## config.mk

```make
export PLATFORM = sky130hd
export DESIGN_NAME = idtt_cmp
export DESIGN_NICKNAME = d
export VERILOG_FILES = /design/src/sv/idtt_pkg.sv /design/src/sv/idtt_cmp.sv
export SDC_FILE = /design/constraint.sdc
export NUM_CORES = 1
export LEC_CHECK = 0
export ABC_AREA = 1
export BUFFER_PORTS_ARGS = -buffer_cell sky130_fd_sc_hd__buf_4
export CORE_MARGIN = 3
export CORE_UTILIZATION = 40
export DETAILED_ROUTE_END_ITERATION = 10
export GPL_TIMING_DRIVEN = 0
export MAX_ROUTING_LAYER = met4
export PLACE_DENSITY = 0.85
export SETUP_SLACK_MARGIN = 0.02
export SLEW_MARGIN = 10
export SYNTH_ARGS = -nofsm -noshare
export SYNTH_HDL_FRONTEND = slang
export SYNTH_SLANG_ARGS = --single-unit
```

## constraint.sdc

```tcl
create_clock -name vclk -period 1.2
set_clock_uncertainty 0.05 [all_clocks]
set_input_delay 0.12 -clock vclk [all_inputs]
set_output_delay 0.12 -clock vclk [all_outputs]
set_load 0.05 [all_outputs]
```

## src/sv/idtt_pkg.sv

```systemverilog
`timescale 1ns / 1ps
// ----------------------------------------------------------------------------
// ID translation table package
// Shared constants, codes and payload types of the ID translation table.
// ----------------------------------------------------------------------------
package idtt_pkg;

   localparam int MAX_IDS      = 1024;
   localparam int IDX_W        = $clog2(MAX_IDS);
   localparam int CNT_W        = IDX_W + 1;
   localparam int OFFSET_FIRST = 1;
   localparam int OFFSET_LIMIT = 999;
   localparam int PROBES       = OFFSET_LIMIT - OFFSET_FIRST;
   localparam int OFF_W        = 10;
   localparam int ID_W         = 23;
   localparam int REG_W        = 22;

   localparam logic [2:0] CMD_SET      = 3'd0;
   localparam logic [2:0] CMD_ERASE    = 3'd1;
   localparam logic [2:0] CMD_TO_REAL  = 3'd2;
   localparam logic [2:0] CMD_TO_VIRT  = 3'd3;
   localparam logic [2:0] CMD_ALLOC    = 3'd4;
   localparam logic [2:0] CMD_CLEAR    = 3'd5;
   localparam logic [2:0] CMD_FORK     = 3'd6;

   localparam logic [1:0] STATUS_OK    = 2'd0;
   localparam logic [1:0] STATUS_FULL  = 2'd1;
   localparam logic [1:0] STATUS_NOID  = 2'd2;

   localparam logic REG_BASE_ID   = 1'b0;
   localparam logic REG_SELF_REAL = 1'b1;

   typedef struct packed {
      logic [2:0]        cmd;
      logic signed [23:0] key;
      logic [22:0]       value;
   } req_type;

   typedef struct packed {
      logic signed [23:0] result_id;
      logic              found;
      logic [1:0]        status;
   } rsp_type;

   typedef struct packed {
      logic            valid;
      logic [ID_W-1:0] key;
      logic [ID_W-1:0] real_id;
   } entry_type;

   typedef struct packed {
      logic key_hit;
      logic free;
      logic better;
   } cmp_type;

   typedef enum logic [2:0] {
      ST_INIT, ST_IDLE, ST_PROBE, ST_SCAN, ST_CLEAR, ST_WRITE, ST_RESP
   } state_type;

endpackage

```

## src/sv/idtt_cmp.sv

```systemverilog
`timescale 1ns / 1ps
// ----------------------------------------------------------------------------
// ID translation table compare unit
// Matches one read entry against the probe key, the probe value and the best
// key found so far.
// ----------------------------------------------------------------------------
module idtt_cmp
   import idtt_pkg::*;
(
   input  entry_type       entry,
   input  logic [ID_W-1:0] probe_key,
   input  logic [ID_W-1:0] probe_val,
   input  logic            best_valid,
   input  logic [ID_W-1:0] best_key,
   output cmp_type         result
);

   always_comb begin
      result.key_hit = entry.valid && (entry.key == probe_key);
      result.free    = !entry.valid;
      result.better  = entry.valid && (entry.real_id == probe_val) &&
                       (!best_valid || (entry.key < best_key));
   end

endmodule

```

== Word-level counts from Yosys, hierarchy flattened ==
Index checks and enable logic that the tools add are counted.

* Bits in writable memories: 0
* Input bits: 117
* Flip-flop bits (word level): 0
* Memories kept: 0
* Latch bits: 0
* Logic and storage cells: 9
* Output and inout bits: 3
* ROM bits: 0

* Equal/unequal tests: 2
* Add/subtract/negate cells: 0
* Multiplexer cells: 0
* Magnitude comparators: 1
* Reductions and logical operators: 6
* Divide/modulo/power cells: 0
* Bitwise logic cells: 0
* Shift-type cells: 0
* Multipliers: 0

{| class="wikitable"
|+ Operator list
! operator !! count
|-
| == test 23 bit || 2
|-
| < comparator 23 bit || 1
|-
| logical AND 1 bit || 3
|-
| zero test 1 bit || 2
|-
| logical OR 1 bit || 1
|}

== Logic depth before layout (Yosys ltp) ==
* Word-level depth: 3
* Depth in mapped cells: 11
* Mapped depth without buffers: 11

== Worst setup path before layout ==
Ideal clock, no wire load.

* Path kind: input to output
* Start: in best_key[6]
* End: out result[0] in the netlist's numbering
* Path slack: -0.308 ns
* Stages on the path: 9
* Data arrival time: 1.338 ns
* Path buffers: 0
* Data required time: 1.030 ns
* Cells stage by stage: inv_1 > ha_1 > nand2_1 > inv_1 > a21oi_1 > nand2_1 > nand2_1 > nand3_1 > a21oi_2

{| class="wikitable"
|+ RTL lines
! item !! line !! text
|-
| start: declaration || idtt_cmp.sv:14 || <nowiki>input logic [ID_W-1:0] best_key,</nowiki>
|-
| end: declaration || idtt_cmp.sv:15 || <nowiki>output cmp_type result</nowiki>
|}

==> results list <==
- Max Fanout on Critical Path: 2
* Master of the slowest instance on the critical path: sky130_fd_sc_hd__ha_4
* Layout overhead on the synthesized area: 102%
- The number of global-route vias before repair came to approximately 2100.
* CP bufs+invs: 4
* Effective utilization at floorplan: a little over two fifths
- For this run the aggregate overflow at the end of global routing stands at 0.
- 0 antenna diodes ended up in the layout.
- Run status: finished with violations
* Leakage power: 1.55 nW
- The signal on the critical path passes through buf_6 -> inv_2 -> ha_4 -> nand2_2 -> inv_1 -> nand2_1 -> nand2_1 -> nand2_1 -> nand2_1 -> nand2_1 -> nand3_2 -> a21oi_4 -> buf_8.
* Total stage count of the critical path: 13
- For this run, global-route usage on met2 was measured as between 50 and 60%.
- Across all setup checks in the final design, the least slack found is -0.344 ns.
- Top area cells in the synthesized netlist: sky130_fd_sc_hd__nand2_1 (25%), sky130_fd_sc_hd__inv_1 (21%), sky130_fd_sc_hd__ha_1 (20%)
- Share of the yosys chip area belonging to registers: 0%
- After technology mapping, the gate count stands at around 280.
- The final reports fail on negative setup slack.
- The first global-routing pass estimated 8.25 mm of wire.
* Ratio of cells with drive above 1 in the final layout: roughly 50%
- For this run, the post-layout net count is around 540.
- DRC violations left: 0
- Netlist Area Pre-Place: ~0.0014 mm2
- The die is 64.3 um tall.
- Input and output buffers added on the ports amount to 120.
- Die ar.: around 0.0041 mm2
- Routed Antenna Nets: 0
- Placed wire-length estimate: 4.15 mm
* Iteration-0 DRC count of the detailed router: between 90 and 100
- Drt via density: about 5.0
- After detailed routing, the average wire length per cell comes to 13.6 um.
* Sum of negative setup slack: -0.481 ns
- The number of endpoints with negative hold slack in the final report was 0.
* Die boundary width: between 60 and 70 um
- Ratio of final minimum period to clock period: 129%
- Number of placed cells counting well taps: ~440
- Max-cap violations in this run came to 0.
- Maximum VDD drop: 0.208 mV
- In this run the biggest area consumer among cell types represents 25.1% of the synthesized area.
* Syn. warnings: 0
* Biggest cell delay along the critical path: 0.21 ns
- Entering global routing, the biggest net connects 4 pins.
* Met1 routing resource usage after global routing: 23.5%
* Slew HR: between 80% and 90%
- Synthesis produced a netlist with a net count of approximately 420.
- First-pass DRT Iterations: 4
- 120 I/O pins were placed.
- The cell that appears most often on the critical path is sky130_fd_sc_hd__nand2_1.
- STA classifies the critical path startpoint as an input port.
* Global Route Usage Sum: about 25%
* Worst Setup EP: result[0]
- At the worst endpoint, the arrival time is 1.37 ns.
* Area of the placeable core: roughly 0.0032 mm2
- The path class of the tightest hold or removal check is in2out.
* Final weighted congestion of routability-driven global placement: between 0.7 and 0.8
- After layout, the clock buffer instance count stands at 0.
- Vias: 2219
* Overall power: between 0.0009 and 0.001 W
* Library cell with the highest instance count after synthesis: sky130_fd_sc_hd__nand2_1
- The worst setup path is of the in2out kind.
* Actual slew at the worst max-slew pin: roughly 0.28 ns
- Once layout is complete, the utilization of the core stands at around 87%.
- Registers take 0 um2.
- Summed over all instances, the cell type with the most area after synthesis is sky130_fd_sc_hd__nand2_1.
* Sequential cell count: 0
* Setup-failing EPs final: 2
- Number of unique standard cell types used by synthesis: 16
* Launch point of the worst path: best_key[2]
- Post-Layout Cell Count: around 440
- The routed design has slightly above 6 mm of wire.
- The layer flagged by global routing as most heavily used is met2.
- Row generation in the floorplan step produced 20 rows.
* Largest delay share family, worst path: simple AND/OR/NAND/NOR gates
- List of most frequent post-synthesis cells: sky130_fd_sc_hd__nand2_1 (91), sky130_fd_sc_hd__inv_1 (75), sky130_fd_sc_hd__nor2_1 (35)
* Critical path required time: just over 1 ns
- Unrepaired setup endpoints after global routing: yes
* Hold-fix buffers, CTS: 0
- The final max-slew violation count came to 0.
* Post-Syn Area per Cell: about 4.9 um2
- Pwr dens: ~340 mW/mm2
- Critical Path Sink Type: output pin
* Global-route met3 utilization: under 10%
- F_max: 648 MHz
* Final critical path time including I/O delays and setup: between 1.5 and 2 ns
* Antenna violations before repair: 0
==> area by class of cell <==
| cell class | instances | area, um2 |
|---|---|---|
| fill | 179 | 402 |
| inverter | 75 | 294 |
| multi-input combinational | 204 | 1420 |
| tap | 44 | 55.1 |
| timing repair buffer | 121 | 983 |
==> worst min path at each step <==
stage / startpoint / to / cells after the start
floorplan: best_valid / result[0] / 1
global placement: entry[46] / result[1] / 3
detailed placement: entry[46] / result[1] / 3
CTS: best_valid / result[0] / 3
global route: best_valid / result[0] / 3
finish: best_valid / result[0] / 3
==> timing repair <==
item / in CTS / in global routing
endpoints found under the setup margin: 2 / 2
setup buffers: 1 / 0
pin swaps: 35 / 23
resized for setup: 53 / 34
==> logic make-up (layout without fill, tap and decap cells) <==
| kind of cell | count (synthesis) | in the layout | share of synthesized area, % |
|---|---|---|---|
| AND/OR/NAND/NOR | 136 | 136 | 38.9 |
| buffers and inverters | 75 | 196 | 20.7 |
| XOR/XNOR | 9 | 9 | 5.80 |
| adder cells (fa/ha/maj) | 22 | 22 | 20.3 |
| AO/OA/AOI/OAI | 37 | 37 | 14.4 |
==> per-stage QoR <==
step	hold slack, ns	setup WS, ns	instance area [um2]
2_1_floorplan	0.284	-0.156	1440
3_3_place_gp	0.490	-0.356	2400
3_5_place_dp	0.489	-0.361	2400
4_1_cts	0.480	-0.219	2670
5_1_grt	0.482	-0.389	2750
6_report	0.472	-0.344	2750
==> metal layers <==
layer | vias to the layer above | wire length [um]
met5 | - | 0
met4 | 0 | 278
met3 | 28 | 524
met2 | 142 | 3210
met1 | 970 | 2030
li1 | 1079 | -
==> where the power goes <==
group	switching (W)	total [W]	internal, W
logic	0.000428	0.000943	0.000515
registers	0	0	0
clock network	0	0	0
total	0.000428	0.000943	0.000515
==> tightest hold or removal path, delay by kind of cell <==
kind / cells / cell delay, ns
AOI/OAI and AO/OA: 1 / 0.04
buffers and inverters: 2 / 0.23
==> cells in the final DEF (no fill, tap or decap) <==
master	instances
sky130_fd_sc_hd__o22ai_1	3
sky130_fd_sc_hd__nor2_1	32
sky130_fd_sc_hd__nor3_2	1
sky130_fd_sc_hd__o21ai_0	13
sky130_fd_sc_hd__nand2_1	74
sky130_fd_sc_hd__inv_4	5
sky130_fd_sc_hd__xnor2_1	3
sky130_fd_sc_hd__a21oi_4	1
sky130_fd_sc_hd__nor3_1	1
sky130_fd_sc_hd__a21o_1	1
sky130_fd_sc_hd__buf_6	14
sky130_fd_sc_hd__xor2_1	4
sky130_fd_sc_hd__o21ai_2	2
sky130_fd_sc_hd__a21oi_1	2
sky130_fd_sc_hd__ha_1	3
sky130_fd_sc_hd__inv_2	18
sky130_fd_sc_hd__inv_1	52
sky130_fd_sc_hd__nand2_4	1
sky130_fd_sc_hd__xnor2_2	2
sky130_fd_sc_hd__nand3_1	3
sky130_fd_sc_hd__nand3_2	1
sky130_fd_sc_hd__buf_4	104
sky130_fd_sc_hd__ha_2	1
sky130_fd_sc_hd__nand4_1	2
sky130_fd_sc_hd__a21oi_2	5
sky130_fd_sc_hd__ha_4	18
sky130_fd_sc_hd__nor2_2	5
sky130_fd_sc_hd__o21ai_1	10
sky130_fd_sc_hd__buf_8	3
sky130_fd_sc_hd__nand2_2	16
(Power assumes the default switching activity.)
